File: src/design/cce_pkg.sv
// shared types, codes and constants of the coordinate command engine
package cce_pkg;

  // bus widths
  localparam int DataW   = 144;
  localparam int UserInW = 10;
  localparam int UserOutW = 3;
  localparam int CfgIdxW = 3;

  // command queue between front and back
  localparam int QDepth = 4;
  localparam int QPtrW  = $clog2(QDepth);
  localparam int QCntW  = $clog2(QDepth + 1);

  // feed scaling: feed * 10^9 / 582108237, done as reciprocal plus one correction
  localparam longint unsigned FeedNum   = 64'd1000000000;
  localparam longint unsigned FeedDen   = 64'd582108237;
  localparam int              FeedShift = 31;
  localparam longint unsigned FeedRecip = ((64'd1 << FeedShift) * FeedNum) / FeedDen;

  // register reset values
  localparam logic [31:0] StepsMmReset   = 32'd6553600;
  localparam logic [31:0] StepsInchReset = 32'd166461440;
  localparam logic [30:0] RapidReset     = 31'd6553600;

  // saturation bounds
  localparam logic [31:0] SatMax = 32'h7fff_ffff;
  localparam logic [31:0] SatMin = 32'h8000_0000;

  // configuration register indexes
  typedef enum logic [CfgIdxW-1:0] {
    CFG_X_MM   = 3'd0,
    CFG_Y_MM   = 3'd1,
    CFG_Z_MM   = 3'd2,
    CFG_X_INCH = 3'd3,
    CFG_Y_INCH = 3'd4,
    CFG_Z_INCH = 3'd5,
    CFG_RAPID  = 3'd6
  } cfg_idx_t;

  // incoming command codes
  typedef enum logic [4:0] {
    CMD_G00 = 5'd0,
    CMD_G01 = 5'd1,
    CMD_G10 = 5'd2,
    CMD_G11 = 5'd3,
    CMD_G20 = 5'd4,
    CMD_G21 = 5'd5,
    CMD_G28 = 5'd6,
    CMD_G29 = 5'd7,
    CMD_G90 = 5'd8,
    CMD_G91 = 5'd9,
    CMD_G92 = 5'd10,
    CMD_END = 5'd11,
    CMD_M03 = 5'd12,
    CMD_M05 = 5'd13,
    CMD_M17 = 5'd14,
    CMD_M18 = 5'd15,
    CMD_NOP = 5'd16
  } cmd_t;

  // classified operations carried through the queue
  typedef enum logic [3:0] {
    OP_RAPID,
    OP_LINEAR,
    OP_HOME_G28,
    OP_HOME_G29,
    OP_SET_OFF,
    OP_CLR_OFF,
    OP_TEACH_OFF,
    OP_INCH,
    OP_MM,
    OP_ABS,
    OP_REL,
    OP_RESULT
  } op_t;

  // result kinds
  typedef enum logic [UserOutW-1:0] {
    ACT_MOVE     = 3'd0,
    ACT_FEED     = 3'd1,
    ACT_SPINDLE  = 3'd2,
    ACT_HOME     = 3'd3,
    ACT_STEP_ON  = 3'd4,
    ACT_STEP_OFF = 3'd5,
    ACT_END      = 3'd6
  } action_t;

  // result list bits, emitted lowest first
  localparam int ResPreHome  = 0;
  localparam int ResFeed     = 1;
  localparam int ResMove     = 2;
  localparam int ResPostHome = 3;
  localparam int ResSingle   = 4;
  localparam int ResW        = 5;

  // classified command
  typedef struct packed {
    op_t              op;
    action_t          action;
    logic [2:0][31:0] val;
    logic [2:0]       has;
    logic [30:0]      feed;
    logic             feed_keep;
    logic [15:0]      spindle;
  } item_t;

  // executed command handed to the arithmetic pipeline
  typedef struct packed {
    logic [ResW-1:0]  mask;
    action_t          action;
    logic [2:0][31:0] d;
    logic [2:0][31:0] k;
    logic [30:0]      feed;
    logic [15:0]      spindle;
  } pkt_t;

  // finished command waiting for output
  typedef struct packed {
    logic [ResW-1:0]  mask;
    action_t          action;
    logic [2:0][31:0] steps;
    logic [31:0]      feed_rate;
    logic [15:0]      spindle;
  } res_t;

  // configuration registers
  typedef struct packed {
    logic [2:0][31:0] steps_mm;
    logic [2:0][31:0] steps_inch;
    logic [30:0]      rapid_feed;
  } cfg_t;

endpackage

File: src/design/cce_front.sv
// front: classifies an incoming command beat into a queue item
module cce_front (
  input  logic [cce_pkg::DataW-1:0]   s_axis_tdata,
  input  logic [cce_pkg::UserInW-1:0] s_axis_tuser,
  input  logic [30:0]                 rapid_feed,
  output cce_pkg::item_t              item,
  output logic                        keep
);

  logic has_feed;
  logic has_spindle;

  // field unpacking and command decode
  always_comb begin
    has_feed    = s_axis_tuser[8];
    has_spindle = s_axis_tuser[9];
    item        = '0;
    item.val[0] = s_axis_tdata[31:0];
    item.val[1] = s_axis_tdata[63:32];
    item.val[2] = s_axis_tdata[95:64];
    item.has    = s_axis_tuser[7:5];
    item.feed   = rapid_feed;
    item.op     = cce_pkg::OP_RESULT;
    item.action = cce_pkg::ACT_END;
    keep        = 1'b1;
    unique case (cce_pkg::cmd_t'(s_axis_tuser[4:0]))
      cce_pkg::CMD_G00: item.op = cce_pkg::OP_RAPID;
      cce_pkg::CMD_G01: begin
        item.op        = cce_pkg::OP_LINEAR;
        item.feed      = has_feed ? s_axis_tdata[126:96] : '0;
        item.feed_keep = !has_feed;
      end
      cce_pkg::CMD_G10: item.op = cce_pkg::OP_SET_OFF;
      cce_pkg::CMD_G11: item.op = cce_pkg::OP_CLR_OFF;
      cce_pkg::CMD_G20: item.op = cce_pkg::OP_INCH;
      cce_pkg::CMD_G21: item.op = cce_pkg::OP_MM;
      cce_pkg::CMD_G28: item.op = cce_pkg::OP_HOME_G28;
      cce_pkg::CMD_G29: item.op = cce_pkg::OP_HOME_G29;
      cce_pkg::CMD_G90: item.op = cce_pkg::OP_ABS;
      cce_pkg::CMD_G91: item.op = cce_pkg::OP_REL;
      cce_pkg::CMD_G92: item.op = cce_pkg::OP_TEACH_OFF;
      cce_pkg::CMD_END: item.action = cce_pkg::ACT_END;
      cce_pkg::CMD_M03: begin
        item.action  = cce_pkg::ACT_SPINDLE;
        item.spindle = s_axis_tdata[142:127];
        keep         = has_spindle;
      end
      cce_pkg::CMD_M05: item.action = cce_pkg::ACT_SPINDLE;
      cce_pkg::CMD_M17: item.action = cce_pkg::ACT_STEP_ON;
      cce_pkg::CMD_M18: item.action = cce_pkg::ACT_STEP_OFF;
      cce_pkg::CMD_NOP: keep = 1'b0;
      default:          keep = 1'b0;
    endcase
  end

endmodule

File: config.mk
export PLATFORM = sky130hd
export DESIGN_NAME = cce_front
export DESIGN_NICKNAME = d
export VERILOG_FILES = /design/src/design/cce_pkg.sv /design/src/design/cce_front.sv
export SDC_FILE = /design/constraint.sdc
export NUM_CORES = 1
export LEC_CHECK = 0
export BUFFER_PORTS_ARGS = -buffer_cell sky130_fd_sc_hd__clkbuf_2
export CORE_AREA = 4 4 128 130
export DETAILED_ROUTE_END_ITERATION = 6
export DIE_AREA = 0 0 132 134
export SYNTH_ARGS = -nofsm -noshare
export SYNTH_HDL_FRONTEND = slang
export SYNTH_SLANG_ARGS = --single-unit
File: constraint.sdc
create_clock -name vclk -period 2.2
set_clock_uncertainty 0.05 [all_clocks]
set_input_delay 0.44 -clock vclk [all_inputs]
set_output_delay 0.44 -clock vclk [all_outputs]
set_load 0.03 [all_outputs]
# After elaboration in Yosys (flattened, before gate mapping)
# Index checks and enable logic that the tools add are counted.
# Widths: inputs -> output; s select.
classes:
  add_sub_neg: 0
  n_mul: 0
  n_div: 0
  order_cmp: 0
  eq_ne: 15
  shifts: 0
  n_mux: 6
  bitwise: 0
  reduce_logical: 4
op_table:
  columns: ["cell", "count"]
  rows:
  - ["$pmux 4 s11", 1]
  - ["$eq 5x4->1 const B", 8]
  - ["$mux 32", 1]
  - ["$mux 31", 1]
  - ["$eq 5x3->1 const B", 4]
  - ["$mux 16", 1]
  - ["$reduce_or 15->1", 1]
  - ["$eq 5x2->1 const B", 2]
  - ["$pmux 3 s3", 1]
  - ["$eq 5x1->1 const B", 1]
  - ["$logic_not 5->1", 1]
  - ["$pmux 1 s2", 1]
  - ["$reduce_or 2->1", 1]
  - ["$logic_not 1->1", 1]
word_totals:
  reg_bits: 0
  latchBits: 0
  mem_bits_rw: 0
  mem_bits_ro: 0
  input_bits: 185
  out_inout_bits: 155
  wordCells: 25
  n_memories: 0

# Longest topological paths before layout
depth:
  word_depth: 3
  mapped_depth: 4
  depth_no_buf: 3

# Least setup slack after synthesis
# No wires, ideal clock.
synth_path:
  path_type: "input-to-output"
  start: "in s_axis_tuser[0] (netlist bit)"
  end: "out item[152] (netlist bit)"
  arrival_time_ps: 1594
  required_ps: 1710
  setup_slack_ps: 116
  stages: 3
  n_path_buf: 1
  cell_sequence: "buf_6 -> or4b_1 -> a21oi_1"
synth_lines:
  columns: ["element", "line", "rtl"]
  rows:
  - ["from (decl)", "cce_front.sv:4", "input logic [cce_pkg::UserInW-1:0] s_axis_tuser,"]
  - ["to (decl)", "cce_front.sv:6", "output cce_pkg::item_t item,"]

==> metrics.cfg <==
[timing]
slew-limit-headroom_pct = 85.0
whs_ns = 0.830
hold_viol = 0
setup_viol = 0
period_needed_ns = 2.07
tightest_slew_ns = 0.223
fmax_ghz = 0.484
tns_ns = 0
min_period_over_period_pct = 94.0
grt_setup_unrepaired = false
slew_violations = 0
fin_ws_ns = 0.133

[critical_path]
cp_data_arrival_time_ns = 1.58
endpoint_kind = primary output
required_ns = 1.71
path_class = in -> out
startpoint_type = input pin
critPathMaxFanout = 10

[synthesis]
synthCells = 243
synth_compound_area_share_pct = 2.29
synthXorXnorAreaFrac_pct = 0
synthAdderAreaFrac_pct = 0
synthMuxAreaShare_pct = 19.5
synth_seq_area_share_pct = 0
syn_area_per_cell_sq_um = 6.76
synth-simple-area-share_pct = 21.3
synth_warnings = 0
synth_area_sq_um = 1640
synth.area.top_cells = buf_4 (45%), mux2i_1 (20%), inv_1 (7.5%), nand2_1 (7.1%), and2_1 (6.1%)
synth_top_family_by_area = buffers and inverters
synth_cell_types = 23
syn_nets = 428
synth_top_area_share_pct = 45.3
yosysTopAreaCell = buf_4

[job]
cap_viol_max_count = 0

[floorplan]
start_util_pct = 10.8
dieWidth_microns = 132
design.die.area_sq_um = 17700
die_y_microns = 134
io-pin-count = 340
coreArea_sq_um = 15100
placement_rows = 45

[drt]
drt_first_pass_iters = 4
dr.first_iter.drc_count = 24
drc_errors = 0
viasPerCell = 3.27
via_count = 1541
antenna_left = 0
wl_per_cell_microns = 12.1
drt-total-wl_mm = 5.69

[cts]
hold_buffers = 0
cts_resized = 0
postCtsSetupBuffers = 0

[placed_design]
dp_cells = 471
place_congestion = 0.655
pre_cts_ws_ns = 0.102
io_buffers = 141
dp_hpwl_mm = 4.99

[pwr]
p_leak_nw = 1.27
peakVddDrop_uv = 38.9
p_per_area_nw_per_um2 = 170

[global_routing]
grt_remaining_overflow = 0
grtUsageTotal_pct = 5.61
grt_pass1_vias = 1455
grt_antenna_before_repair = 1
grt_first_pass_wirelength_mm = 8.09
grt_max_degree = 33

[worst_hold_path]
min_path_type = in -> out

[final_layout]
numSequentialCells = 0
layout_common_cells = clkbuf_2 (141), inv_1 (33), mux2i_1 (32), nand2_1 (31), and2_1 (16)
drive_gt1_share_pct = 54.4
fin_cells = 471
final_common_cell = clkbuf_2
nets = 470
antenna_cells = 0
ff_latch_area_sq_um = 0
areaGrowthSynthToFinish_pct = 12.2
nClkBuffers = 0

[outcome]
status = completed

## critical path, stage by stage
cell and delay [ns]:
clkbuf_2 0.15, nor2_2 0.24, nand3_4 0.12, buf_4 0.22, mux2i_1 0.18, clkbuf_2 0.23
## report_power, final
group          internal (W)  switching (W)  leakage, nW
sequential                0              0            0
combinational      0.000126       0.000188         1.27
clock                     0              0            0
## final timing paths
path	end	start	depth (start not counted)	slack, ns
worst max-delay path	item[36]	s_axis_tuser[3]	6	0.13
worst min-delay path	item[100]	s_axis_tdata[49]	0	0.83
## stage by stage
step	util, %	total power (W)	cell area (sq um)
final	12.2	0.000313	1840
after floorplan	-	0.000513	1640
after CTS	12.2	0.000319	1840
after global routing	12.2	0.000345	1840
after global placement	12.2	0.000314	1840
after detailed placement	12.2	0.000318	1840
## cell usage after synthesis (all sizes together)
library cell	instances
o21ai	2
o21bai	1
nand2b	1
nand4b	1
or4b	1
or2	1
or3	2
a21oi	4
inv	33
and2	16
clkbuf	3
nor4	2
nor2	6
nand3	2
nand2	32
mux2i	32
buf	104
## cell families after synthesis
family	Yosys count
buffers and inverters	140
AND/OR/NAND/NOR	64
multiplexers	32
AO/OA/AOI/OAI	7
## cell type report
class              instances  area (sq um)
multi-input cells        103           707
well taps                188           235
inverters                 33           124
repair buffers           147           776
fillers                 1778         13300
## layer usage
layer	share of wire [%]	vias up	global-route usage [%]
li1	-	721	-
met1	27	606	4.90
met2	45	152	9.09
met3	19	60	3.79
met4	8.6	2	4.32
met5	0.12	-	0
Power figures use the tool's default switching activity.
