$ cat config.mk
export PLATFORM = sky130hd
export DESIGN_NAME = cce_emit
export DESIGN_NICKNAME = d
export VERILOG_FILES = /design/src/design/cce_pkg.sv /design/src/design/cce_emit.sv
export SDC_FILE = /design/constraint.sdc
export NUM_CORES = 1
export LEC_CHECK = 0
export BUFFER_PORTS_ARGS = -buffer_cell sky130_fd_sc_hd__buf_2
export CELL_PAD_IN_SITES_DETAIL_PLACEMENT = 1
export CELL_PAD_IN_SITES_GLOBAL_PLACEMENT = 1
export CORE_UTILIZATION = 27
export CTS_BUF_LIST = sky130_fd_sc_hd__clkbuf_4 sky130_fd_sc_hd__clkbuf_8 sky130_fd_sc_hd__clkbuf_16
export DETAILED_ROUTE_END_ITERATION = 8
export MAX_ROUTING_LAYER = met4
export PLACE_DENSITY_LB_ADDON = 0.1
export SLEW_MARGIN = 20
export SYNTH_ARGS = -nofsm -noshare
export SYNTH_HDL_FRONTEND = slang
export SYNTH_SLANG_ARGS = --single-unit
export TNS_END_PERCENT = 50
$ cat constraint.sdc
create_clock -name clk -period 18.3 [get_ports clk]
set_clock_uncertainty 0.1 [all_clocks]
set_input_delay 4.575 -clock clk [delete_from_list [all_inputs] [get_ports clk]]
set_output_delay 4.575 -clock clk [all_outputs]
set_load 0.1 [all_outputs]
$ cat src/design/cce_pkg.sv
// shared types, codes and constants of the coordinate command engine
package cce_pkg;

  // bus widths
  localparam int DataW   = 144;
  localparam int UserInW = 10;
  localparam int UserOutW = 3;
  localparam int CfgIdxW = 3;

  // command queue between front and back
  localparam int QDepth = 4;
  localparam int QPtrW  = $clog2(QDepth);
  localparam int QCntW  = $clog2(QDepth + 1);

  // feed scaling: feed * 10^9 / 582108237, done as reciprocal plus one correction
  localparam longint unsigned FeedNum   = 64'd1000000000;
  localparam longint unsigned FeedDen   = 64'd582108237;
  localparam int              FeedShift = 31;
  localparam longint unsigned FeedRecip = ((64'd1 << FeedShift) * FeedNum) / FeedDen;

  // register reset values
  localparam logic [31:0] StepsMmReset   = 32'd6553600;
  localparam logic [31:0] StepsInchReset = 32'd166461440;
  localparam logic [30:0] RapidReset     = 31'd6553600;

  // saturation bounds
  localparam logic [31:0] SatMax = 32'h7fff_ffff;
  localparam logic [31:0] SatMin = 32'h8000_0000;

  // configuration register indexes
  typedef enum logic [CfgIdxW-1:0] {
    CFG_X_MM   = 3'd0,
    CFG_Y_MM   = 3'd1,
    CFG_Z_MM   = 3'd2,
    CFG_X_INCH = 3'd3,
    CFG_Y_INCH = 3'd4,
    CFG_Z_INCH = 3'd5,
    CFG_RAPID  = 3'd6
  } cfg_idx_t;

  // incoming command codes
  typedef enum logic [4:0] {
    CMD_G00 = 5'd0,
    CMD_G01 = 5'd1,
    CMD_G10 = 5'd2,
    CMD_G11 = 5'd3,
    CMD_G20 = 5'd4,
    CMD_G21 = 5'd5,
    CMD_G28 = 5'd6,
    CMD_G29 = 5'd7,
    CMD_G90 = 5'd8,
    CMD_G91 = 5'd9,
    CMD_G92 = 5'd10,
    CMD_END = 5'd11,
    CMD_M03 = 5'd12,
    CMD_M05 = 5'd13,
    CMD_M17 = 5'd14,
    CMD_M18 = 5'd15,
    CMD_NOP = 5'd16
  } cmd_t;

  // classified operations carried through the queue
  typedef enum logic [3:0] {
    OP_RAPID,
    OP_LINEAR,
    OP_HOME_G28,
    OP_HOME_G29,
    OP_SET_OFF,
    OP_CLR_OFF,
    OP_TEACH_OFF,
    OP_INCH,
    OP_MM,
    OP_ABS,
    OP_REL,
    OP_RESULT
  } op_t;

  // result kinds
  typedef enum logic [UserOutW-1:0] {
    ACT_MOVE     = 3'd0,
    ACT_FEED     = 3'd1,
    ACT_SPINDLE  = 3'd2,
    ACT_HOME     = 3'd3,
    ACT_STEP_ON  = 3'd4,
    ACT_STEP_OFF = 3'd5,
    ACT_END      = 3'd6
  } action_t;

  // result list bits, emitted lowest first
  localparam int ResPreHome  = 0;
  localparam int ResFeed     = 1;
  localparam int ResMove     = 2;
  localparam int ResPostHome = 3;
  localparam int ResSingle   = 4;
  localparam int ResW        = 5;

  // classified command
  typedef struct packed {
    op_t              op;
    action_t          action;
    logic [2:0][31:0] val;
    logic [2:0]       has;
    logic [30:0]      feed;
    logic             feed_keep;
    logic [15:0]      spindle;
  } item_t;

  // executed command handed to the arithmetic pipeline
  typedef struct packed {
    logic [ResW-1:0]  mask;
    action_t          action;
    logic [2:0][31:0] d;
    logic [2:0][31:0] k;
    logic [30:0]      feed;
    logic [15:0]      spindle;
  } pkt_t;

  // finished command waiting for output
  typedef struct packed {
    logic [ResW-1:0]  mask;
    action_t          action;
    logic [2:0][31:0] steps;
    logic [31:0]      feed_rate;
    logic [15:0]      spindle;
  } res_t;

  // configuration registers
  typedef struct packed {
    logic [2:0][31:0] steps_mm;
    logic [2:0][31:0] steps_inch;
    logic [30:0]      rapid_feed;
  } cfg_t;

endpackage

$ cat src/design/cce_emit.sv
// back, last part: walks the result list of a command onto the output register
module cce_emit (
  input  logic                          clk,
  input  logic                          rst,
  input  logic                          in_valid,
  output logic                          in_ready,
  input  cce_pkg::res_t                 in_res,
  output logic                          m_axis_tvalid,
  input  logic                          m_axis_tready,
  output logic [cce_pkg::DataW-1:0]     m_axis_tdata,
  output logic [cce_pkg::UserOutW-1:0]  m_axis_tuser,
  output logic                          m_axis_tlast
);

  logic [cce_pkg::ResW-1:0] cur_mask;
  cce_pkg::res_t            cur;
  logic                     out_load;
  logic [cce_pkg::ResW-1:0] first;
  logic [cce_pkg::ResW-1:0] rest;
  cce_pkg::action_t         act;
  logic [cce_pkg::DataW-1:0] data;

  // pick the next pending result
  always_comb begin
    out_load = !m_axis_tvalid || m_axis_tready;
    first    = cur_mask & cce_pkg::ResW'(~cur_mask + 1'b1);
    rest     = cur_mask & ~first;
    in_ready = (cur_mask == '0) || (out_load && rest == '0);
    data     = '0;
    priority if (first[cce_pkg::ResPreHome]) begin
      act = cce_pkg::ACT_HOME;
    end else if (first[cce_pkg::ResFeed]) begin
      act          = cce_pkg::ACT_FEED;
      data[127:96] = cur.feed_rate;
    end else if (first[cce_pkg::ResMove]) begin
      act         = cce_pkg::ACT_MOVE;
      data[95:0]  = cur.steps;
    end else if (first[cce_pkg::ResPostHome]) begin
      act = cce_pkg::ACT_HOME;
    end else begin
      act            = cur.action;
      data[143:128]  = cur.spindle;
    end
  end

  // result list and output valid
  always_ff @(posedge clk) begin
    if (rst) begin
      m_axis_tvalid <= 1'b0;
      cur_mask      <= '0;
    end else begin
      if (out_load) begin
        m_axis_tvalid <= |cur_mask;
      end
      // a new command only enters once the list is empty or on its last beat
      if (in_valid && in_ready) begin
        cur_mask <= in_res.mask;
      end else if (out_load && |cur_mask) begin
        cur_mask <= rest;
      end
    end
  end

  // output beat and held command
  always_ff @(posedge clk) begin
    if (out_load && |cur_mask) begin
      m_axis_tdata <= data;
      m_axis_tuser <= act;
      m_axis_tlast <= (rest == '0);
    end
    if (in_valid && in_ready) begin
      cur <= in_res;
    end
  end

endmodule

Yosys cells after proc, flatten, opt, wreduce, memory -nomap -nowiden:

Index checks and enable logic that the tools add are counted.
Widths: inputs -> output; s select.

* bits of input ports: 156
* logic and storage cells: 41
* register bits after elaboration: 301

* bitwise logic cells: 6
* $add $sub $neg: 1
* muxes and demuxes: 5
* reduce and logical (&&, ||, !) cells: 14

Operator list (number)
* $and 5x5->5: 2
* $logic_not 5->1: 2
* $mux 5: 2
* $not 5->5: 2
* $mux 2: 3
* $add 5x1->5 const B: 1
* $reduce_or 5->1: 1
* $reduce_or 2->1: 2
* $reduce_or 4->1: 1
* $logic_and 1x1->1: 3
* $reduce_or 3->1: 1
* $logic_or 1x1->1: 2
* $not 1->1: 2
* $reduce_bool 2->1: 1
* $logic_not 1->1: 1

Depth between registers and ports, before layout:

* depth in word-level cells: 10
* depth in mapped cells: 6
* depth with buffers taken out: 4

Least setup slack after synthesis:

OpenSTA, ideal clock, no wires.

* path kind: input to register
* start: in m_axis_tready
* end: reg cur[0] (netlist name) (enable)
* stages: 4
* path buffers: 0
* slack: 5.772 ns
* data arrival time: 11.756 ns
* required time: 17.528 ns
* cell sequence: and2b_1 -> a2111oi_4 -> nor3_2 -> nor2b_1

* cells in the longest elaborated chain, start to end: 4

Ends and longest elaborated chain
* start: declaration: line cce_emit.sv:9 `input logic m_axis_tready,`
* $logic_or 1x1->1: line cce_emit.sv:25 `out_load = !m_axis_tvalid || m_axis_tready;`
* $logic_and 1x1->1: line cce_emit.sv:28 `in_ready = (cur_mask == '0) || (out_load && rest == '0);`
* $logic_or 1x1->1: line cce_emit.sv:28
* $logic_and 1x1->1: line cce_emit.sv:71 `if (in_valid && in_ready) begin`
* end signal: assignment: line cce_emit.sv:72 `cur <= in_res;`
* end: declaration: line cce_emit.sv:16 `cce_pkg::res_t cur;`

Every way passes these cells.
A chain may end at the register's enable or synchronous reset.

Worst setup path after layout:

* start: in m_axis_tready
* end: out in_ready

* cells in the longest elaborated chain, start to end: 3

Ends and longest elaborated chain
* $logic_or 1x1->1: line cce_emit.sv:25
* $logic_and 1x1->1: line cce_emit.sv:28
* $logic_or 1x1->1: line cce_emit.sv:28
* end: declaration: line cce_emit.sv:6 `output logic in_ready,`

Every way passes these cells.

==> qor.txt <==
Synth-to-layout area growth: 31.6%
Depth of the worst register-to-register path: 5
Critical path launch point type: input port
Commonest non-fill, non-tap cell in the layout: buf_2
CTS tree: done
Switch share: 36.3%
Number of global-route vias before repair: 6136
Worst Hold Slack: 0.416 ns
Synth unique cells: 34
Max cap viols: 0
Cts repair resizes: 0
Minimum clock period: 10.90 ns
First-pass GRT wire length: 37200 um
Comb pwr share: 25.2%
Internal power: 1.34 mW
Syn nets: 677
Seq/Total Area, Yosys: 86.8%
WP data arrival: 6.23 ns
Pin count of the biggest net entering global routing: 106
Status: finished clean
Clock Path Buffers: 3
Post-CTS Setup Bufs: 0
Clk network pwr share: 32.6%
Total Routing Usage GR: 13.0%
Vias: 5722
Reg area: 8980 um^2
Post-place setup slack: 7.41 ns
Initial DRC count: 166
Mapped Area: 10300 um^2
Area of the die: 39100 um^2
Total power: 2.11 mW
RSZ-0062 raised after global routing: no
Final setup violation count: 0
# nets final: 996
Finished Core Util: 36.1%
Worst hold stages: 1
H-tree levels: 2
Fraction of registers with async set/reset: 0%
Leakage power figure: 5.67 nW
Max Clock Freq: 91.7 MHz
Sw power: 765 uW
Worst Max-Slew Pin Slew: 1.03 ns
Reg2reg start: cur_mask[2]
CP max FO: 7
Initial Util: 27.5%
1st-pass router iterations: 4
Max-slew violation count: 0
Worst R2R End: cur[78]
Post-route ant nets: 0
Layout fillers: 3956
Drc violations: 0
PD cells: 155 nW/um^2
Detailed placer's ending HPWL: 16200 um
Skew-Pair Late Insertion Delay: 0.51 ns
CP Capture Type: primary output
Mean post-synth cell area: 19.9 um^2
Synth Flop Type: edfxtp_1
Hold Path Class: reg2reg
Total CTS buffers: 36
IO buf count: 305
Yosys reg bits: 301
Drt wl/cell: 18.2 um
Relative slew slack: 31.5%
Antenna violations before repair: 5
Kind of critical path: in2out
Reg power frac: 42.1%
RePlAce Congestion: 0.757
WHS Endpoint: m_axis_tdata[134]
EDFF count, synth: 295
Hold Buf Count CTS: 0
Rows: 71
Setup TNS: 0 ns
Tcrit/Tclk final: 59.6%
Width of the die: 198 um
Total core area: 37700 um^2
Share of post-route cells with drive strength above 1: 43.6%
Hold_sp: cur[6]
Cells after Synth: 521
# IOs: 306
Synth Warn #: 0
CTS clock-pin slew for the worst setup and hold paths: 0.06 ns
CTS Root Cell: clkbuf_16
Number of clock sinks: 301
Multi-input logic area: 1260 um^2
Die H: 198 um
Endpoints failing hold: 0
R2r setup slk: 14.57 ns
Maximum vdd drop: 0.0000753 V
Total congestion overflow: 0
Data required, critical path: 13.62 ns
Vias/cell: 4.15
Final WL: 25100 um
PnR worst setup slack: 7.40 ns
Commonest non-fill, non-tap cells in the layout: 305 x buf_2, 295 x edfxtp_1, 96 x and3_1
## through the flow
step                      cell area, um^2  cells
after floorplan                     10300    521
after global placement              12500   1313
after detailed placement            12500   1313
after CTS                           13600   1375
after global routing                13600   1380
final                               13600   1380
## worst max path at each step
stage / depth (start not counted) / slack [ns] / from / end
6_report: 6 / 7.40 / m_axis_tready / in_ready
5_1_grt: 6 / 7.32 / m_axis_tready / in_ready
4_1_cts: 6 / 7.40 / m_axis_tready / in_ready
3_5_place_dp: 6 / 7.41 / m_axis_tready / in_ready
3_3_place_gp: 6 / 7.46 / m_axis_tready / in_ready
2_1_floorplan: 4 / 5.77 / m_axis_tready / cur[0]
## synthesized netlist by cell type, drive strengths merged, types with 2 or more instances
| cell | number | area share (%) |
|---|---|---|
| and2 | 49 | 3.0 |
| o31ai | 2 | 0.19 |
| nor2 | 9 | 0.40 |
| nor2b | 2 | 0.12 |
| buf | 4 | 0.29 |
| a21oi | 2 | 0.097 |
| inv | 2 | 0.073 |
| nand2b | 2 | 0.12 |
| nand2 | 5 | 0.18 |
| nor3 | 2 | 0.15 |
| dfxtp | 6 | 1.2 |
| and3 | 96 | 5.8 |
| clkbuf | 25 | 0.91 |
| o21ai | 4 | 0.19 |
| edfxtp | 295 | 86 |
| nand3b | 2 | 0.15 |
## power groups by stage
stage,Combinational (mW),Sequential (mW),Clock [mW]
final,0.532,0.887,0.688
after global routing,0.549,0.897,0.740
after CTS,0.539,0.890,0.717
after detailed placement,0.539,0.903,0
after global placement,0.536,0.901,0
after floorplan,0.0612,1.29,0
## critical path, stage by stage
cell     delay (ns)
buf_2          0.10
and2b_1        0.44
a21oi_1        0.17
nor3_2         0.53
inv_1          0.09
buf_2          0.31
## metal layers
metal  track usage [%]  share of wire, %
met3              4.45               7.3
met1              15.5                42
met4              4.19               1.9
met2              20.5                49
met5                 -                 0
## cell type report
class | count | share of cell area (%)
diodes | 5 | 0.0919
clock buffers | 43 | 7.13
clock inverters | 19 | 1.22
inverters | 2 | 0.0552
multi-input cells | 189 | 9.28
flip-flops and latches | 301 | 66.0
well taps | 511 | 4.70
repair buffers | 310 | 11.5
## flip-flops by register name, indices dropped and copies added (netlist names)
name,flops
cur_mask,5
m_axis_tuser,3
m_axis_tlast,1
m_axis_tvalid,1
cur,147
m_axis_tdata,144
## kinds of logic (layout without fill, tap and decap cells)
group / Yosys count / in the layout / synth area share [%]
other: 0 / 5 / 0
AO/OA/AOI/OAI: 17 / 17 / 1.49
AND/OR/NAND/NOR: 171 / 171 / 10.3
adder cells (fa/ha/maj): 1 / 1 / 0.0968
flip-flops: 301 / 301 / 86.8
buffers and inverters: 31 / 374 / 1.27
Note: power is estimated with default switching activity, not from simulation.
