==> config.mk <==
export PLATFORM = sky130hd
export DESIGN_NAME = cce_exec
export DESIGN_NICKNAME = d
export VERILOG_FILES = /design/src/design/cce_pkg.sv /design/src/design/cce_exec.sv
export SDC_FILE = /design/constraint.sdc
export NUM_CORES = 2
export LEC_CHECK = 0
export BUFFER_PORTS_ARGS = -buffer_cell sky130_fd_sc_hd__buf_2
export CAP_MARGIN = 20
export CORE_ASPECT_RATIO = 1.75
export CORE_MARGIN = 4
export CORE_UTILIZATION = 64
export CTS_BUF_LIST = sky130_fd_sc_hd__clkbuf_4
export CTS_CLUSTER_SIZE = 28
export DETAILED_ROUTE_END_ITERATION = 6
export PLACE_DENSITY = 0.88
export SLEW_MARGIN = 20
export SYNTH_ARGS = -nofsm -noshare
export SYNTH_HDL_FRONTEND = slang
export SYNTH_SLANG_ARGS = --single-unit
==> constraint.sdc <==
create_clock -name clk -period 14.3 [get_ports clk]
set_input_delay 1.43 -clock clk [delete_from_list [all_inputs] [get_ports clk]]
set_output_delay 1.43 -clock clk [all_outputs]
set_load 0.01 [all_outputs]
==> src/design/cce_pkg.sv <==
// shared types, codes and constants of the coordinate command engine
package cce_pkg;

  // bus widths
  localparam int DataW   = 144;
  localparam int UserInW = 10;
  localparam int UserOutW = 3;
  localparam int CfgIdxW = 3;

  // command queue between front and back
  localparam int QDepth = 4;
  localparam int QPtrW  = $clog2(QDepth);
  localparam int QCntW  = $clog2(QDepth + 1);

  // feed scaling: feed * 10^9 / 582108237, done as reciprocal plus one correction
  localparam longint unsigned FeedNum   = 64'd1000000000;
  localparam longint unsigned FeedDen   = 64'd582108237;
  localparam int              FeedShift = 31;
  localparam longint unsigned FeedRecip = ((64'd1 << FeedShift) * FeedNum) / FeedDen;

  // register reset values
  localparam logic [31:0] StepsMmReset   = 32'd6553600;
  localparam logic [31:0] StepsInchReset = 32'd166461440;
  localparam logic [30:0] RapidReset     = 31'd6553600;

  // saturation bounds
  localparam logic [31:0] SatMax = 32'h7fff_ffff;
  localparam logic [31:0] SatMin = 32'h8000_0000;

  // configuration register indexes
  typedef enum logic [CfgIdxW-1:0] {
    CFG_X_MM   = 3'd0,
    CFG_Y_MM   = 3'd1,
    CFG_Z_MM   = 3'd2,
    CFG_X_INCH = 3'd3,
    CFG_Y_INCH = 3'd4,
    CFG_Z_INCH = 3'd5,
    CFG_RAPID  = 3'd6
  } cfg_idx_t;

  // incoming command codes
  typedef enum logic [4:0] {
    CMD_G00 = 5'd0,
    CMD_G01 = 5'd1,
    CMD_G10 = 5'd2,
    CMD_G11 = 5'd3,
    CMD_G20 = 5'd4,
    CMD_G21 = 5'd5,
    CMD_G28 = 5'd6,
    CMD_G29 = 5'd7,
    CMD_G90 = 5'd8,
    CMD_G91 = 5'd9,
    CMD_G92 = 5'd10,
    CMD_END = 5'd11,
    CMD_M03 = 5'd12,
    CMD_M05 = 5'd13,
    CMD_M17 = 5'd14,
    CMD_M18 = 5'd15,
    CMD_NOP = 5'd16
  } cmd_t;

  // classified operations carried through the queue
  typedef enum logic [3:0] {
    OP_RAPID,
    OP_LINEAR,
    OP_HOME_G28,
    OP_HOME_G29,
    OP_SET_OFF,
    OP_CLR_OFF,
    OP_TEACH_OFF,
    OP_INCH,
    OP_MM,
    OP_ABS,
    OP_REL,
    OP_RESULT
  } op_t;

  // result kinds
  typedef enum logic [UserOutW-1:0] {
    ACT_MOVE     = 3'd0,
    ACT_FEED     = 3'd1,
    ACT_SPINDLE  = 3'd2,
    ACT_HOME     = 3'd3,
    ACT_STEP_ON  = 3'd4,
    ACT_STEP_OFF = 3'd5,
    ACT_END      = 3'd6
  } action_t;

  // result list bits, emitted lowest first
  localparam int ResPreHome  = 0;
  localparam int ResFeed     = 1;
  localparam int ResMove     = 2;
  localparam int ResPostHome = 3;
  localparam int ResSingle   = 4;
  localparam int ResW        = 5;

  // classified command
  typedef struct packed {
    op_t              op;
    action_t          action;
    logic [2:0][31:0] val;
    logic [2:0]       has;
    logic [30:0]      feed;
    logic             feed_keep;
    logic [15:0]      spindle;
  } item_t;

  // executed command handed to the arithmetic pipeline
  typedef struct packed {
    logic [ResW-1:0]  mask;
    action_t          action;
    logic [2:0][31:0] d;
    logic [2:0][31:0] k;
    logic [30:0]      feed;
    logic [15:0]      spindle;
  } pkt_t;

  // finished command waiting for output
  typedef struct packed {
    logic [ResW-1:0]  mask;
    action_t          action;
    logic [2:0][31:0] steps;
    logic [31:0]      feed_rate;
    logic [15:0]      spindle;
  } res_t;

  // configuration registers
  typedef struct packed {
    logic [2:0][31:0] steps_mm;
    logic [2:0][31:0] steps_inch;
    logic [30:0]      rapid_feed;
  } cfg_t;

endpackage

==> src/design/cce_exec.sv <==
// back, first part: modal state, position and offsets, move deltas
module cce_exec (
  input  logic           clk,
  input  logic           rst,
  input  cce_pkg::cfg_t  cfg,
  input  logic           q_valid,
  input  cce_pkg::item_t q_item,
  output logic           q_pop,
  output logic           pkt_valid,
  input  logic           pkt_ready,
  output cce_pkg::pkt_t  pkt
);

  logic             absolute_mode;
  logic             inch_mode;
  logic [2:0][31:0] pos;
  logic [2:0][31:0] work_off;
  logic [30:0]      current_feed;
  logic             pend_valid;

  logic             abs_m;
  logic [2:0][31:0] delta;
  logic [2:0][31:0] teach;
  logic [2:0][31:0] pos_next;
  logic [30:0]      feed_sel;
  logic             feed_chg;
  logic             is_move;
  cce_pkg::pkt_t    pkt_next;

  function automatic logic [33:0] ext34(input logic [31:0] v);
    return {{2{v[31]}}, v};
  endfunction

  function automatic logic [31:0] sat34(input logic [33:0] v);
    logic [31:0] r;
    priority if (v[33:31] == 3'b000 || v[33:31] == 3'b111) begin
      r = v[31:0];
    end else if (v[33]) begin
      r = cce_pkg::SatMin;
    end else begin
      r = cce_pkg::SatMax;
    end
    return r;
  endfunction

  assign q_pop     = q_valid && !pend_valid;
  assign pkt_valid = pend_valid;

  // deltas, offsets and feed choice for the queue head
  always_comb begin
    abs_m = absolute_mode || q_item.op == cce_pkg::OP_HOME_G28 ||
            q_item.op == cce_pkg::OP_HOME_G29;
    for (int i = 0; i < 3; i++) begin
      if (!q_item.has[i]) begin
        delta[i] = '0;
      end else if (abs_m) begin
        delta[i] = sat34(ext34(q_item.val[i]) - ext34(pos[i]) + ext34(work_off[i]));
      end else begin
        delta[i] = q_item.val[i];
      end
      teach[i]    = sat34(ext34(pos[i]) - ext34(q_item.val[i]));
      pos_next[i] = sat34(ext34(pos[i]) + ext34(pkt.d[i]));
    end
    feed_sel = q_item.feed_keep ? current_feed : q_item.feed;
    feed_chg = (feed_sel != current_feed) && (feed_sel != '0);
    is_move  = q_item.op == cce_pkg::OP_RAPID || q_item.op == cce_pkg::OP_LINEAR ||
               q_item.op == cce_pkg::OP_HOME_G28 || q_item.op == cce_pkg::OP_HOME_G29;
  end

  // result list and operands for the arithmetic pipeline
  always_comb begin
    pkt_next         = '0;
    pkt_next.action  = q_item.action;
    pkt_next.feed    = feed_sel;
    pkt_next.spindle = q_item.spindle;
    pkt_next.k       = inch_mode ? cfg.steps_inch : cfg.steps_mm;
    if (is_move) begin
      pkt_next.d                     = delta;
      pkt_next.mask[cce_pkg::ResMove] = 1'b1;
      pkt_next.mask[cce_pkg::ResFeed] = feed_chg;
      pkt_next.mask[cce_pkg::ResPreHome]  = q_item.op == cce_pkg::OP_HOME_G29;
      pkt_next.mask[cce_pkg::ResPostHome] = q_item.op == cce_pkg::OP_HOME_G28;
    end else begin
      pkt_next.mask[cce_pkg::ResSingle] = 1'b1;
    end
  end

  // modal and position state
  always_ff @(posedge clk) begin
    if (rst) begin
      absolute_mode <= 1'b1;
      inch_mode     <= 1'b0;
      pos           <= '0;
      work_off      <= '0;
      current_feed  <= '0;
      pend_valid    <= 1'b0;
    end else begin
      // position follows once the packet leaves
      if (pend_valid && pkt_ready) begin
        pos        <= pos_next;
        pend_valid <= 1'b0;
      end
      if (q_pop) begin
        unique case (q_item.op)
          cce_pkg::OP_RAPID, cce_pkg::OP_LINEAR,
          cce_pkg::OP_HOME_G28, cce_pkg::OP_HOME_G29: begin
            pend_valid <= 1'b1;
            if (feed_chg) begin
              current_feed <= feed_sel;
            end
          end
          cce_pkg::OP_RESULT: pend_valid <= 1'b1;
          cce_pkg::OP_SET_OFF: begin
            for (int i = 0; i < 3; i++) begin
              if (q_item.has[i]) begin
                work_off[i] <= q_item.val[i];
              end
            end
          end
          cce_pkg::OP_CLR_OFF: work_off <= '0;
          cce_pkg::OP_TEACH_OFF: begin
            for (int i = 0; i < 3; i++) begin
              if (q_item.has[i]) begin
                work_off[i] <= teach[i];
              end
            end
          end
          cce_pkg::OP_INCH: inch_mode     <= 1'b1;
          cce_pkg::OP_MM:   inch_mode     <= 1'b0;
          cce_pkg::OP_ABS:  absolute_mode <= 1'b1;
          cce_pkg::OP_REL:  absolute_mode <= 1'b0;
          default: ;
        endcase
      end
    end
  end

  // packet register
  always_ff @(posedge clk) begin
    if (q_pop) begin
      pkt <= pkt_next;
    end
  end

endmodule

# Word-level counts from Yosys, hierarchy flattened
# Cells that the tools add are included.
[op_classes]
n_addsub = 12
mul = 0
div = 0
n_lt_le_gt_ge = 0
n_eq_ne = 27
shift = 0
muxes = 37
bitwise = 0
reduce_logical = 43
[op_table]
columns = ["cell", "n"]
rows = [
  ["$mux W32", 27],
  ["$pmux W96 S3", 1],
  ["$sub A32 B32 Y33", 6],
  ["$add A33 B32 Y34", 3],
  ["$add A32 B32 Y33", 3],
  ["$mux W96", 1],
  ["$mux W31", 1],
  ["$ne A31 B31 Y1", 1],
  ["$reduce_bool A31 Y1", 1],
  ["$eq A3 B3 Y1 const B", 9],
  ["$logic_not A3 Y1", 9],
  ["$eq A4 B3 Y1 const B", 4],
  ["$eq A4 B4 Y1 const B", 4],
  ["$logic_or A1 B1 Y1", 14],
  ["$ne A2 B2 Y1 const B", 6],
  ["$reduce_and A4 Y1", 3],
  ["$reduce_and A2 Y1", 5],
  ["$eq A4 B2 Y1 const B", 2],
  ["$reduce_or A5 Y1", 1],
  ["$eq A4 B1 Y1 const B", 1],
  ["$logic_not A4 Y1", 1],
  ["$mux W1", 4],
  ["$pmux W1 S2", 2],
  ["$reduce_bool A2 Y1", 2],
  ["6 further kinds", 8],
]
[totals]
ff_bits = 473
latchBits = 0
ramBits = 0
mem_bits_ro = 0
in_bits = 381
output_inout_bits = 249
mem_count = 0

# Logic depth before layout (Yosys ltp)
[logic_depth]
depth_word = 6
mapped_depth = 16

# Least setup slack after synthesis
# No wires, ideal clock.
[synth_path]
kind = "input-to-output"
startpoint = "input port q_valid"
endpoint = "output port q_pop"
t_arrival_ns = 6.375
required_ns = 12.870
path_slack_ns = 6.495
stages = 2
path_cell_list = "nand2b_1 > inv_1"
[synth_via]
elab_chain_len = 1
[synth_rtl]
columns = ["item", "line_no", "source"]
rows = [
  ["from (decl)", "cce_exec.sv:6", "input logic q_valid,"],
  ["$logic_and A1 B1 Y1", "cce_exec.sv:46", "assign q_pop = q_valid && !pend_valid;"],
  ["to (decl)", "cce_exec.sv:8", "output logic q_pop,"],
]
# No other way between the ends.

# Worst setup path in the final report
[layout_path]
startpoint = "input port q_item[116] (netlist bit)"
endpoint = "register pkt[222] (netlist bit) (data pin)"
[layout_via]
elab_chain_len = 6
[layout_rtl]
columns = ["item", "line_no", "source"]
rows = [
  ["from (decl)", "cce_exec.sv:7", "input cce_pkg::item_t q_item,"],
  ["$sub A32 B32 Y33 (*)", "cce_exec.sv:57", "delta[i] = sat34(ext34(q_item.val[i]) - ext34(pos[i]) + ext34(work_off[i]));"],
  ["$add A33 B32 Y34 (*)", "cce_exec.sv:57", ""],
  ["$eq A3 B3 Y1 / $logic_not A3 Y1 (equally long branches)", "cce_exec.sv:36", "priority if (v[33:31] == 3'b000 || v[33:31] == 3'b111) begin"],
  ["$logic_or A1 B1 Y1", "cce_exec.sv:36", ""],
  ["$mux W32 (*)", "cce_exec.sv:36", ""],
  ["$mux W32 (*)", "cce_exec.sv:56", "end else if (abs_m) begin"],
  ["to (signal assigned)", "cce_exec.sv:141", "pkt <= pkt_next;"],
  ["to (decl)", "cce_exec.sv:11", "output cce_pkg::pkt_t pkt"],
]
# Every way passes the cells marked *; elsewhere a longest branch is shown, timed or not.
# A chain may end at the register's enable or synchronous reset.

==> out/qor.csv <==
metric;value;unit
via count;39100;
Req. time, crit path;14.98;ns
Setup Viol. Count Final;0;
Slew headroom;23.1;%
Synth Warn #;0;
synthesized cell area;38500;um^2
CP cell instances;buf_2, inv_1, fa_1, inv_1, fa_1, a211oi_1, o21a_1, o211a_1, o21ai_0, a311o_1, a41o_1, xnor2_1, a21oi_1, nor2_2, buf_4, a21oi_1;
Post-Syn Nets;5183;
average wire per standard cell;25.0;um
Post-Route WL;147000;um
slowest stage cell on the critical path;nor2_2;
initial antenna violation count;49;
share of cells above drive strength 1;20.4;%
status;complete, but fails checks;
PD cells;97.3;nW/um^2
Detailed Routing Iterations Pass 1;7;
Total Power;4.25;mW
minimum clock period;5.41;ns
global-route wire length before repair;219000;um
Tot GR Track Use;43.2;%
die extent in y;332;um
Root Driver;clkbuf_4;
clk sink count;473;
period utilization;37.8;%
clk_skew;0.0901;ns
die area;64300;um^2
failing checks;DRC;
fin nets;5735;
FF-to-FF setup slack;9.15;ns
Starting Density;64.8;%
Clock Path Buffers;3;
setup bufs post-CTS;0;
Avg Vias per Cell;6.66;
fmax;185;MHz
CP endpoint kind;register;
Max Cap Viol;0;
Setup TNS;0;ns
Skew-Pair Late Insertion Delay;1.01;ns
crit start category;primary input;
max-slew violation count;0;
#FFs+latches synth;473;
Congestion Overflow GR;0;
Syn Area/Cell;8.73;um^2
Cell Rows;118;
IO Count;630;
Slew @ Worst Pin;1.15;ns
RSZ-0062 raised after global routing;no;
post-cts sizing count;0;
number of buffers created by CTS;112;
Die W;193;um
most frequent cells in the layout;buf_2 (597), inv_1 (450), a21oi_1 (434);
number of synthesized flops with an enable pin;247;
CTS clk-pin slew, worst paths;0.07;ns
Post-Synthesis Cells;4406;
Placer Congestion;1.04;
CORE AREA;59400;um^2
Post-DP HPWL;106000;um
worst hold-check path type;reg -> reg;
ys flop type;edfxtp_1;
VDD IR max;102;uV
crit path max fanout;18;
synthesis-to-layout area growth;13.5;%
crit path DAT;6.09;ns
TritonCTS clock tree;done;
Async SR Flop Fraction;0;%
kind of critical path;in -> reg;
I/O Buffers;598;
Hold Vio Cnt, Final;0;
Slowest Stage Delay on Critical Path;0.57;ns
vias in the first global route;39500;
DRT iter0 DRCs;3675;
DRC;8;
Leak;20.0;nW
commonest non-fill, non-tap cell in the layout;buf_2;
largest net degree at the start of global routing;87;
sequential area share after synthesis;31.0;%
hold buffer count at cts;0;
CTS H-Tree Depth;3;
Fillers;4233;
post-synthesis cell type count;93;
Routed Antenna Nets;0;
## area by class of cell
class                      instances  area, um^2  share of cell area, %
tap                              780         976                   2.23
timing repair buffer             637        3310                   7.58
clock buffer                     161        1210                   2.77
multi-input combinational       3283       24200                   55.4
antenna                           38        95.1                  0.218
sequential                       473       11900                   27.4
clock inverter                    53         259                  0.593
inverter                         451        1700                   3.89
## per-layer routing
layer	track usage, %	vias up	share of wire (%)	wire (um)
li1	-	17100	-	-
met1	44.4	18200	32	46200
met2	76.7	2828	50	72700
met3	8.41	957	9.3	13700
met4	33.6	8	9.5	14000
met5	0	-	0.034	50
## final timing paths
path,from,end,cells past startpoint
max,q_item[116],pkt[222],16
min,work_off[63],work_off[63],2
max reg2reg,pos[64],work_off[71],15
min reg2reg,work_off[63],work_off[63],2
## cells by family after synthesis
kind of cell               synth area share [%]
and+or+nand+nor                            12.1
xor gates and xnor gates                   6.33
DFF                                        31.0
buffers and inverters                      6.60
adders and majority gates                  14.9
AOI/OAI and AO/OA                          24.3
muxes                                      4.67
## sequential cells by signal, summed over array words and instances (netlist names)
register,flops
pkt_valid,1
absolute_mode,1
pos,96
pkt,247
work_off,96
inch_mode,1
current_feed,31
## cells in the mapped netlist, types with 9 or more instances
| master | n | area (um^2) |
|---|---|---|
| a211oi_1 | 111 | 833 |
| or2_2 | 13 | 81.3 |
| a21oi_1 | 437 | 2190 |
| and4_1 | 10 | 87.6 |
| inv_1 | 451 | 1690 |
| nand4_1 | 31 | 194 |
| o21a_1 | 38 | 285 |
| o211a_1 | 9 | 90.1 |
| clkbuf_1 | 149 | 559 |
| o21ai_1 | 27 | 135 |
| a2111oi_2 | 11 | 165 |
| a31oi_1 | 31 | 194 |
| nor3_1 | 87 | 435 |
| a211o_1 | 14 | 123 |
| buf_2 | 34 | 170 |
| a21boi_0 | 13 | 97.6 |
| nor2b_1 | 31 | 194 |
| nor4_1 | 18 | 113 |
| ha_1 | 294 | 3680 |
| o22ai_1 | 27 | 169 |
| o31ai_1 | 17 | 128 |
| nand2_1 | 321 | 1200 |
| a22oi_1 | 16 | 120 |
| a221oi_1 | 69 | 604 |
| nand2b_1 | 33 | 206 |
| xor2_1 | 93 | 815 |
| a311oi_1 | 37 | 324 |
| o21bai_1 | 44 | 330 |
| fa_1 | 102 | 2040 |
| and2_1 | 24 | 150 |
| dfxtp_1 | 226 | 4520 |
| edfxtp_1 | 247 | 7420 |
| o31a_1 | 10 | 87.6 |
| a31o_2 | 10 | 87.6 |
| nor2_1 | 310 | 1160 |
| and3_1 | 43 | 269 |
| o211ai_1 | 34 | 255 |
| or3_1 | 12 | 75.1 |
| mux2i_1 | 34 | 340 |
| o21ai_0 | 260 | 1300 |
| xnor2_1 | 185 | 1620 |
| nand3_1 | 60 | 300 |
| mux2_2 | 128 | 1440 |
| a21o_1 | 135 | 1010 |
## power breakdown
group,internal [mW],switching (mW),total [mW]
Combinational,0.546,0.955,1.50
Clock,0.530,0.644,1.17
Sequential,1.52,0.0589,1.57
Total,2.59,1.66,4.25
## stage by stage
| step | std cells | util (%) | hold WS, ns | cell area [um^2] | setup WS, ns |
|---|---|---|---|---|---|
| finish | 5876 | 73.6 | 0.502 | 43700 | 8.89 |
| detailed placement | 5622 | 70.9 | 0.490 | 42100 | 8.02 |
| floorplan | 4406 | - | 0.467 | 38500 | 6.49 |
| CTS | 5836 | 73.4 | 0.501 | 43500 | 9.07 |
| global placement | 5622 | 70.9 | 0.476 | 42100 | 8.07 |
| global route | 5860 | 73.5 | 0.519 | 43600 | 8.72 |
## critical path: cells and delay by family
family          cells  cell delay (ns)
compound gates      8             2.17
simple gates        1             0.57
xor+xnor            1             0.23
buf+inv             4             0.70
fa+ha+maj           2             0.97
No activity file was read; power rests on OpenSTA's default activity.
